**config.mk**
```make
export PLATFORM = sky130hd
export DESIGN_NAME = aes_inverse_round
export DESIGN_NICKNAME = d
export VERILOG_FILES = /design/src/rtl/aesir_pkg.sv /design/src/rtl/aesir_sub_shift.sv /design/src/rtl/aesir_mix.sv /design/src/rtl/aes_inverse_round.sv
export SDC_FILE = /design/constraint.sdc
export NUM_CORES = 2
export LEC_CHECK = 0
export ABC_CLOCK_PERIOD_IN_PS = 19000
export BUFFER_PORTS_ARGS = -buffer_cell sky130_fd_sc_hd__buf_4
export CORE_MARGIN = 5
export CORE_UTILIZATION = 35
export DETAILED_ROUTE_END_ITERATION = 7
export HOLD_SLACK_MARGIN = 0.03
export PLACE_DENSITY = 0.59
export REMOVE_ABC_BUFFERS = 1
export SYNTH_ARGS = -nofsm -noshare
export SYNTH_HDL_FRONTEND = slang
export SYNTH_HIERARCHICAL = 1
export SYNTH_SLANG_ARGS = --single-unit
```
**constraint.sdc**
```tcl
create_clock -name aclk -period 19 [get_ports aclk]
set_input_delay 3.8 -clock aclk [delete_from_list [all_inputs] [get_ports aclk]]
set_output_delay 3.8 -clock aclk [all_outputs]
set_load 0.05 [all_outputs]
```
**src/rtl/aesir_pkg.sv**
```systemverilog
package aesir_pkg;

    localparam int ROWS = 4;

    typedef logic [7:0] byte_t;
    typedef logic [127:0] block_t;

    localparam logic [7:0] INV_SBOX [256] = '{
        8'h52, 8'h09, 8'h6a, 8'hd5, 8'h30, 8'h36, 8'ha5, 8'h38,
        8'hbf, 8'h40, 8'ha3, 8'h9e, 8'h81, 8'hf3, 8'hd7, 8'hfb,
        8'h7c, 8'he3, 8'h39, 8'h82, 8'h9b, 8'h2f, 8'hff, 8'h87,
        8'h34, 8'h8e, 8'h43, 8'h44, 8'hc4, 8'hde, 8'he9, 8'hcb,
        8'h54, 8'h7b, 8'h94, 8'h32, 8'ha6, 8'hc2, 8'h23, 8'h3d,
        8'hee, 8'h4c, 8'h95, 8'h0b, 8'h42, 8'hfa, 8'hc3, 8'h4e,
        8'h08, 8'h2e, 8'ha1, 8'h66, 8'h28, 8'hd9, 8'h24, 8'hb2,
        8'h76, 8'h5b, 8'ha2, 8'h49, 8'h6d, 8'h8b, 8'hd1, 8'h25,
        8'h72, 8'hf8, 8'hf6, 8'h64, 8'h86, 8'h68, 8'h98, 8'h16,
        8'hd4, 8'ha4, 8'h5c, 8'hcc, 8'h5d, 8'h65, 8'hb6, 8'h92,
        8'h6c, 8'h70, 8'h48, 8'h50, 8'hfd, 8'hed, 8'hb9, 8'hda,
        8'h5e, 8'h15, 8'h46, 8'h57, 8'ha7, 8'h8d, 8'h9d, 8'h84,
        8'h90, 8'hd8, 8'hab, 8'h00, 8'h8c, 8'hbc, 8'hd3, 8'h0a,
        8'hf7, 8'he4, 8'h58, 8'h05, 8'hb8, 8'hb3, 8'h45, 8'h06,
        8'hd0, 8'h2c, 8'h1e, 8'h8f, 8'hca, 8'h3f, 8'h0f, 8'h02,
        8'hc1, 8'haf, 8'hbd, 8'h03, 8'h01, 8'h13, 8'h8a, 8'h6b,
        8'h3a, 8'h91, 8'h11, 8'h41, 8'h4f, 8'h67, 8'hdc, 8'hea,
        8'h97, 8'hf2, 8'hcf, 8'hce, 8'hf0, 8'hb4, 8'he6, 8'h73,
        8'h96, 8'hac, 8'h74, 8'h22, 8'he7, 8'had, 8'h35, 8'h85,
        8'he2, 8'hf9, 8'h37, 8'he8, 8'h1c, 8'h75, 8'hdf, 8'h6e,
        8'h47, 8'hf1, 8'h1a, 8'h71, 8'h1d, 8'h29, 8'hc5, 8'h89,
        8'h6f, 8'hb7, 8'h62, 8'h0e, 8'haa, 8'h18, 8'hbe, 8'h1b,
        8'hfc, 8'h56, 8'h3e, 8'h4b, 8'hc6, 8'hd2, 8'h79, 8'h20,
        8'h9a, 8'hdb, 8'hc0, 8'hfe, 8'h78, 8'hcd, 8'h5a, 8'hf4,
        8'h1f, 8'hdd, 8'ha8, 8'h33, 8'h88, 8'h07, 8'hc7, 8'h31,
        8'hb1, 8'h12, 8'h10, 8'h59, 8'h27, 8'h80, 8'hec, 8'h5f,
        8'h60, 8'h51, 8'h7f, 8'ha9, 8'h19, 8'hb5, 8'h4a, 8'h0d,
        8'h2d, 8'he5, 8'h7a, 8'h9f, 8'h93, 8'hc9, 8'h9c, 8'hef,
        8'ha0, 8'he0, 8'h3b, 8'h4d, 8'hae, 8'h2a, 8'hf5, 8'hb0,
        8'hc8, 8'heb, 8'hbb, 8'h3c, 8'h83, 8'h53, 8'h99, 8'h61,
        8'h17, 8'h2b, 8'h04, 8'h7e, 8'hba, 8'h77, 8'hd6, 8'h26,
        8'he1, 8'h69, 8'h14, 8'h63, 8'h55, 8'h21, 8'h0c, 8'h7d
    };

    function automatic byte_t xtime(byte_t a);
        return {a[6:0], 1'b0} ^ (a[7] ? 8'h1b : 8'h00);
    endfunction

    function automatic byte_t get_byte(block_t b, int idx);
        return b[127 - 8 * idx -: 8];
    endfunction

endpackage

```
**src/rtl/aesir_sub_shift.sv**
```systemverilog
module aesir_sub_shift #(
    parameter int COLUMNS = 4
) (
    input  logic [8*aesir_pkg::ROWS*COLUMNS-1:0] state_in,
    input  logic [8*aesir_pkg::ROWS*COLUMNS-1:0] round_key,
    output logic [8*aesir_pkg::ROWS*COLUMNS-1:0] state_out
);

    localparam int NB = aesir_pkg::ROWS * COLUMNS;

    always_comb begin
        for (int c = 0; c < COLUMNS; c++) begin
            for (int r = 0; r < aesir_pkg::ROWS; r++) begin
                state_out[8*NB - 1 - 8*(c*aesir_pkg::ROWS + r) -: 8] =
                    aesir_pkg::INV_SBOX[state_in[8*NB - 1
                        - 8*(((c - r + COLUMNS) % COLUMNS)*aesir_pkg::ROWS + r) -: 8]]
                    ^ round_key[8*NB - 1 - 8*(c*aesir_pkg::ROWS + r) -: 8];
            end
        end
    end

endmodule

```
**src/rtl/aesir_mix.sv**
```systemverilog
module aesir_mix #(
    parameter int COLUMNS = 4
) (
    input  logic [8*aesir_pkg::ROWS*COLUMNS-1:0] state_in,
    output logic [8*aesir_pkg::ROWS*COLUMNS-1:0] state_out
);

    localparam int NB = aesir_pkg::ROWS * COLUMNS;

    function automatic aesir_pkg::byte_t mul_e(aesir_pkg::byte_t a);
        aesir_pkg::byte_t a2, a4, a8;
        a2 = aesir_pkg::xtime(a);
        a4 = aesir_pkg::xtime(a2);
        a8 = aesir_pkg::xtime(a4);
        return a8 ^ a4 ^ a2;
    endfunction

    function automatic aesir_pkg::byte_t mul_b(aesir_pkg::byte_t a);
        aesir_pkg::byte_t a2, a8;
        a2 = aesir_pkg::xtime(a);
        a8 = aesir_pkg::xtime(aesir_pkg::xtime(a2));
        return a8 ^ a2 ^ a;
    endfunction

    function automatic aesir_pkg::byte_t mul_d(aesir_pkg::byte_t a);
        aesir_pkg::byte_t a4, a8;
        a4 = aesir_pkg::xtime(aesir_pkg::xtime(a));
        a8 = aesir_pkg::xtime(a4);
        return a8 ^ a4 ^ a;
    endfunction

    function automatic aesir_pkg::byte_t mul_9(aesir_pkg::byte_t a);
        aesir_pkg::byte_t a8;
        a8 = aesir_pkg::xtime(aesir_pkg::xtime(aesir_pkg::xtime(a)));
        return a8 ^ a;
    endfunction

    always_comb begin
        for (int c = 0; c < COLUMNS; c++) begin
            for (int r = 0; r < aesir_pkg::ROWS; r++) begin
                state_out[8*NB - 1 - 8*(c*aesir_pkg::ROWS + r) -: 8] =
                    mul_e(state_in[8*NB - 1 - 8*(c*4 + r) -: 8])
                    ^ mul_b(state_in[8*NB - 1 - 8*(c*4 + (r + 1) % 4) -: 8])
                    ^ mul_d(state_in[8*NB - 1 - 8*(c*4 + (r + 2) % 4) -: 8])
                    ^ mul_9(state_in[8*NB - 1 - 8*(c*4 + (r + 3) % 4) -: 8]);
            end
        end
    end

endmodule

```
**src/rtl/aes_inverse_round.sv**
```systemverilog
// one aes inverse cipher round: inv shift rows, inv sub bytes, add round key,
// inv mix columns
// input channel s_axis: tdata carries state_in_hi, state_in_lo, round_key_hi,
// round_key_lo from the lowest bit up, 256 bits
// output channel m_axis: tdata carries state_out_hi, state_out_lo, 128 bits
// datapath: the request is held in an input register, the round logic runs
// combinationally into the output register, which drives m_axis_tvalid and
// m_axis_tdata
// throughput is one request per cycle while m_axis_tready is high; both registers advance together
// whenever the output register is empty or being taken
// a stall on m_axis_tready holds both stages and drops s_axis_tready once
// both are full, so nothing is lost
// reset clears both valid flags; no data is flushed or produced
module aes_inverse_round #(
    parameter int COLUMNS = 4
) (
    input  logic         aclk,
    input  logic         aresetn,
    input  logic         s_axis_tvalid,
    output logic         s_axis_tready,
    // state_in_hi, state_in_lo, round_key_hi, round_key_lo
    input  logic [255:0] s_axis_tdata,
    output logic         m_axis_tvalid,
    input  logic         m_axis_tready,
    // state_out_hi, state_out_lo
    output logic [127:0] m_axis_tdata
);

    localparam int W = 8 * aesir_pkg::ROWS * COLUMNS;

    logic         in_valid_reg;
    logic [W-1:0] in_state_reg;
    logic [W-1:0] in_key_reg;
    logic         out_valid_reg;
    logic [127:0] out_data_reg;
    logic         advance;
    logic [W-1:0] sub_state;
    logic [W-1:0] mix_state;

    assign advance = !out_valid_reg || m_axis_tready;
    assign s_axis_tready = advance || !in_valid_reg;

    always_ff @(posedge aclk) begin
        if (!aresetn) begin
            in_valid_reg  <= 1'b0;
            out_valid_reg <= 1'b0;
        end else begin
            if (advance) begin
                out_valid_reg <= in_valid_reg;
            end
            if (s_axis_tready) begin
                in_valid_reg <= s_axis_tvalid;
            end
        end
    end

    always_ff @(posedge aclk) begin
        if (s_axis_tready) begin
            in_state_reg <= {s_axis_tdata[63:0], s_axis_tdata[127:64]};
            in_key_reg   <= {s_axis_tdata[191:128], s_axis_tdata[255:192]};
        end
        if (advance && in_valid_reg) begin
            out_data_reg <= {mix_state[63:0], mix_state[127:64]};
        end
    end

    aesir_sub_shift #(.COLUMNS(COLUMNS)) u_sub_shift (
        .state_in  (in_state_reg),
        .round_key (in_key_reg),
        .state_out (sub_state)
    );

    aesir_mix #(.COLUMNS(COLUMNS)) u_mix (
        .state_in  (sub_state),
        .state_out (mix_state)
    );

    assign m_axis_tvalid = out_valid_reg;
    assign m_axis_tdata  = out_data_reg;

endmodule

```
# Word-level counts from Yosys, hierarchy flattened
# Memory sizes are Yosys's and may differ from the RTL's.
# Index checks and enable logic that the tools add are counted.
op_classes:
  n_lt_le_gt_ge: 16
  bitwise: 224
  reduce_logical: 5
  n_mux: 80
ops:
  columns: ["operator", "n"]
  rows:
  - ["bitwise XOR 8 bit", 203]
  - ["2-to-1 mux 8 bit", 32]
  - ["2-to-1 mux 5 bit", 48]
  - [">= comparator 9 bit (second input constant)", 16]
  - ["NOT 8 -> 9 bit", 16]
  - ["bitwise XOR 8 x 5 -> 8 bit", 5]
  - ["logical NOT 1 bit", 2]
  - ["logical OR 1 bit", 2]
  - ["logical AND 1 bit", 1]
word_totals:
  rom_bits: 32768
  output_inout_bits: 130
  inputBits: 260
  ff_bits: 386
  memories: 16
memory_table:
  columns: ["memory", "words", "word_bits", "rd", "rd_clocked_by_memory_dff", "write_ports", "line", "rtl"]
  rows:
  - ["(name not given)", 256, 8, 1, 0, 0, "aesir_sub_shift.sv:15", "aesir_pkg::INV_SBOX[state_in[8*NB - 1"]
  - ["(name not given)", 256, 8, 1, 0, 0, "aesir_sub_shift.sv:15", null]
  - ["(name not given)", 256, 8, 1, 0, 0, "aesir_sub_shift.sv:15", null]
  - ["(name not given)", 256, 8, 1, 0, 0, "aesir_sub_shift.sv:15", null]
  - ["(name not given)", 256, 8, 1, 0, 0, "aesir_sub_shift.sv:15", null]
  - ["(name not given)", 256, 8, 1, 0, 0, "aesir_sub_shift.sv:15", null]
  - ["+10 memories", null, null, null, null, null, null, null]

# Longest topological paths before layout
depth:
  word_depth: 16
  depth_mapped: 19
  ltp_nobuf: 14

# By module
# The synthesis kept the hierarchy.
by_module_without_submodules:
  columns: ["module", "n_inst", "cells_each", "area_each_um2"]
  rows:
  - ["aesir_sub_shift", 1, 8603, 54119.4]
  - ["aes_inverse_round", 1, 392, 11612.4]
  - ["aesir_mix", 1, 873, 7941.4]

# Least setup slack after synthesis
# Ideal clock, no wire load.
synth_timing:
  path_type: "input-to-output"
  startpoint: "input port m_axis_tready"
  endpoint: "output port s_axis_tready"
  slack_ns: 5.690
  arrival_ns: 9.510
  stages: 2
  cell_sequence: "nor2b_2 nand2_1"
synth_between:
  elab_chain_len: 2
synth_rtl:
  columns: ["element", "line", "rtl"]
  rows:
  - ["from (decl)", "aes_inverse_round.sv:24", "input logic m_axis_tready,"]
  - ["logical OR 1 bit", "aes_inverse_round.sv:40", "assign advance = !out_valid_reg || m_axis_tready;"]
  - ["logical OR 1 bit", "aes_inverse_round.sv:41", "assign s_axis_tready = advance || !in_valid_reg;"]
  - ["to (decl)", "aes_inverse_round.sv:20", "output logic s_axis_tready,"]
# No other way between the ends.

# Worst setup path in the final report
# Ends and elaborated chain as after synthesis.

==> reports/results.txt <==
crit end category: primary output
Global Route Usage Sum: 28.5%
Post-Synthesis Cells: 9868
nets@finish: 9976
Slew Viols, Final: 0
Die Area: 220000 µm²
post-cts resize count: 0
Worst Setup Start Kind: input port
layout cell share with drive strength beyond 1: 10.8%
Post-synth EDFFs: 384
TritonCTS buffer count: 52
Fin. Hold Viols: 0
vias in the first global route: 75500
Sink Count: 386
post-DR wirelength/cell: 27.4 µm
first-pass GRT wire length: 498 mm
Clk pin slew, worst setup/hold paths: 0.07 ns
pin count of the biggest net entering global routing: 106
FMAX: 115 MHz
worst hold slack: 0.654 ns
max-cap violations: 0
CP arrival: 4.87 ns
final worst path period need: 8.67 ns
Placer Congestion: 1.02
clk_lat worst skew: 0.70 ns
total grt overflow: 0
routed vias: 83500
Layout area overhead: 6.92%
# Post-CTS Setup Buffers: 0
Crit Path Class: in -> out
starting density of the core: 35.2%
Top FF cell, synth: edfxtp_1
Slew HR: 19.3%
share of flip-flops with an asynchronous set or reset: 0%
Port Buffers: 389
Core Util, Final: 37.6%
core box area: 210000 µm²
Power Dens Cells: 107 nW/µm²
Die W: 469 µm
CP Max Fanout: 8
Yosys reg bits: 386
TritonCTS clock tree: built
Least-Margin Pin Slew: 1.21 ns
CTS Hold Bufs: 0
die extent in y: 469 µm
most frequent CP cell: buf_4
HP Class: reg -> reg
Synth cell types: 99
Max Clock Skew: 0.0426 ns
Peak VDD IR: 168 µV
CP max stage delay: 0.37 ns
CTS Buffer Depth: 3
final setup vio count: 0
TNS Setup: 0 ns
CTS H-tree lvls: 2
Final ANT Viol Nets: 0
Final period util: 45.6%
drt pass-1 iters: 8
Rows: 168
Vias/cell: 6.81
unrepaired setup endpoints after global routing: false
num ports: 390
DRT iter0 DRCs: 16700
YS warnings: 6
R2R Setup Slk: 12.25 ns
clock root buffer: clkbuf_16
Total Wirelength: 336 mm
critical path's slowest cell: nor2b_2
Leak: 27.9 nW
crit path cell chain: buf_4, nor2b_2, nand2_4, buf_4
initial antenna violation count: 9
syn avg cell area: 7.47 µm²
post-DP HPWL: 231 mm
sequential area share after synthesis: 15.7%
DRC: 0
outcome: complete, no violations
Post-Syn Area: 73700 µm²
CP required: 15.20 ns
-- placed cells by master, fill, tap and decap left out, types with 45 or more instances in the layout --
cell / count
a2111oi_0: 59
a211o_1: 57
a211oi_1: 244
a21o_1: 69
a21oi_1: 819
a221oi_1: 91
a311oi_1: 173
a31oi_1: 219
and2_1: 85
and3_1: 55
buf_4: 614
clkbuf_16: 52
edfxtp_1: 384
ha_1: 304
inv_1: 148
mux2i_1: 133
mux4_2: 150
nand2_1: 746
nand2b_1: 319
nand3_1: 292
nand4_1: 45
nor2_1: 671
nor2b_1: 259
nor3_1: 285
o211ai_1: 198
o21ai_0: 759
o221ai_1: 51
o22ai_1: 61
o311ai_0: 134
o31ai_1: 86
or2_2: 69
or3_1: 74
xnor2_1: 683
xor2_1: 237
-- metal layers --
metal	track usage (%)	vias up	routed length, µm
met5	0.130	-	152
met4	12.3	18	17900
met3	5.98	1127	41600
met2	42.8	6728	143000
met1	39.5	39500	133000
li1	-	36100	-
-- worst max-delay path: cells and delay by family --
family | cells | cell delay, ns
AND/OR/NAND/NOR | 2 | 0.65
buffers and inverters | 2 | 0.40
-- power breakdown --
group,internal [mW],switching [mW]
Sequential,1.44,0.0993
Combinational,2.39,3.46
Clock,0.567,0.452
Total,4.39,4.01
-- layout make-up --
type	instances	area, µm²
fill	21800	131000
clock inverter	44	438
multi-input combinational	8179	56700
timing repair buffer	614	4610
antenna	1	2.50
inverter	179	672
clock buffer	54	1310
sequential	386	11600
tap	2805	3510
-- path summary, 6_finish.rpt --
path                                    endpoint  cells past startpoint        startpoint
worst min-delay path               m_axis_tvalid                      1      in_valid_reg
worst max register to register  m_axis_tdata[90]                     15  in_state_reg[49]
worst min register to register     m_axis_tvalid                      1      in_valid_reg
worst max-delay path               s_axis_tready                      4     m_axis_tready
-- cells in the mapped netlist (237+ instances only) --
| cell type | number | area, µm² |
|---|---|---|
| nand2b_1 | 319 | 2000 |
| buf_2 | 348 | 1740 |
| nand3_1 | 292 | 1460 |
| xor2_1 | 237 | 2080 |
| nor2b_1 | 260 | 1630 |
| ha_1 | 304 | 3800 |
| a21oi_1 | 819 | 4100 |
| xnor2_1 | 683 | 5980 |
| edfxtp_1 | 384 | 11500 |
| nor2_1 | 671 | 2520 |
| nand2_1 | 747 | 2800 |
| a211oi_1 | 244 | 1830 |
| nor3_1 | 285 | 1430 |
| o21ai_0 | 759 | 3800 |
| clkbuf_1 | 662 | 2480 |
-- logic make-up after synthesis --
kind of cell | count (synthesis) | synth area share (%)
DFF | 386 | 15.7
AOI/OAI and AO/OA | 3521 | 32.0
adders and majority gates | 304 | 5.16
xor gates and xnor gates | 962 | 12.2
muxes | 320 | 6.96
and+or+nand+nor | 3072 | 20.6
buffers and inverters | 1303 | 7.41
-- stage by stage --
stage,instance area [µm²],cells,total power [mW],setup slack [ns]
final,78800,12300,8.40,10.33
after detailed placement,77000,12200,7.28,10.30
after global routing,78800,12300,8.85,10.29
after CTS,78800,12300,8.38,10.30
after floorplan,68900,8744,5.81,5.69
after global placement,77000,12200,7.28,10.29
Power figures use the tool's default switching activity.
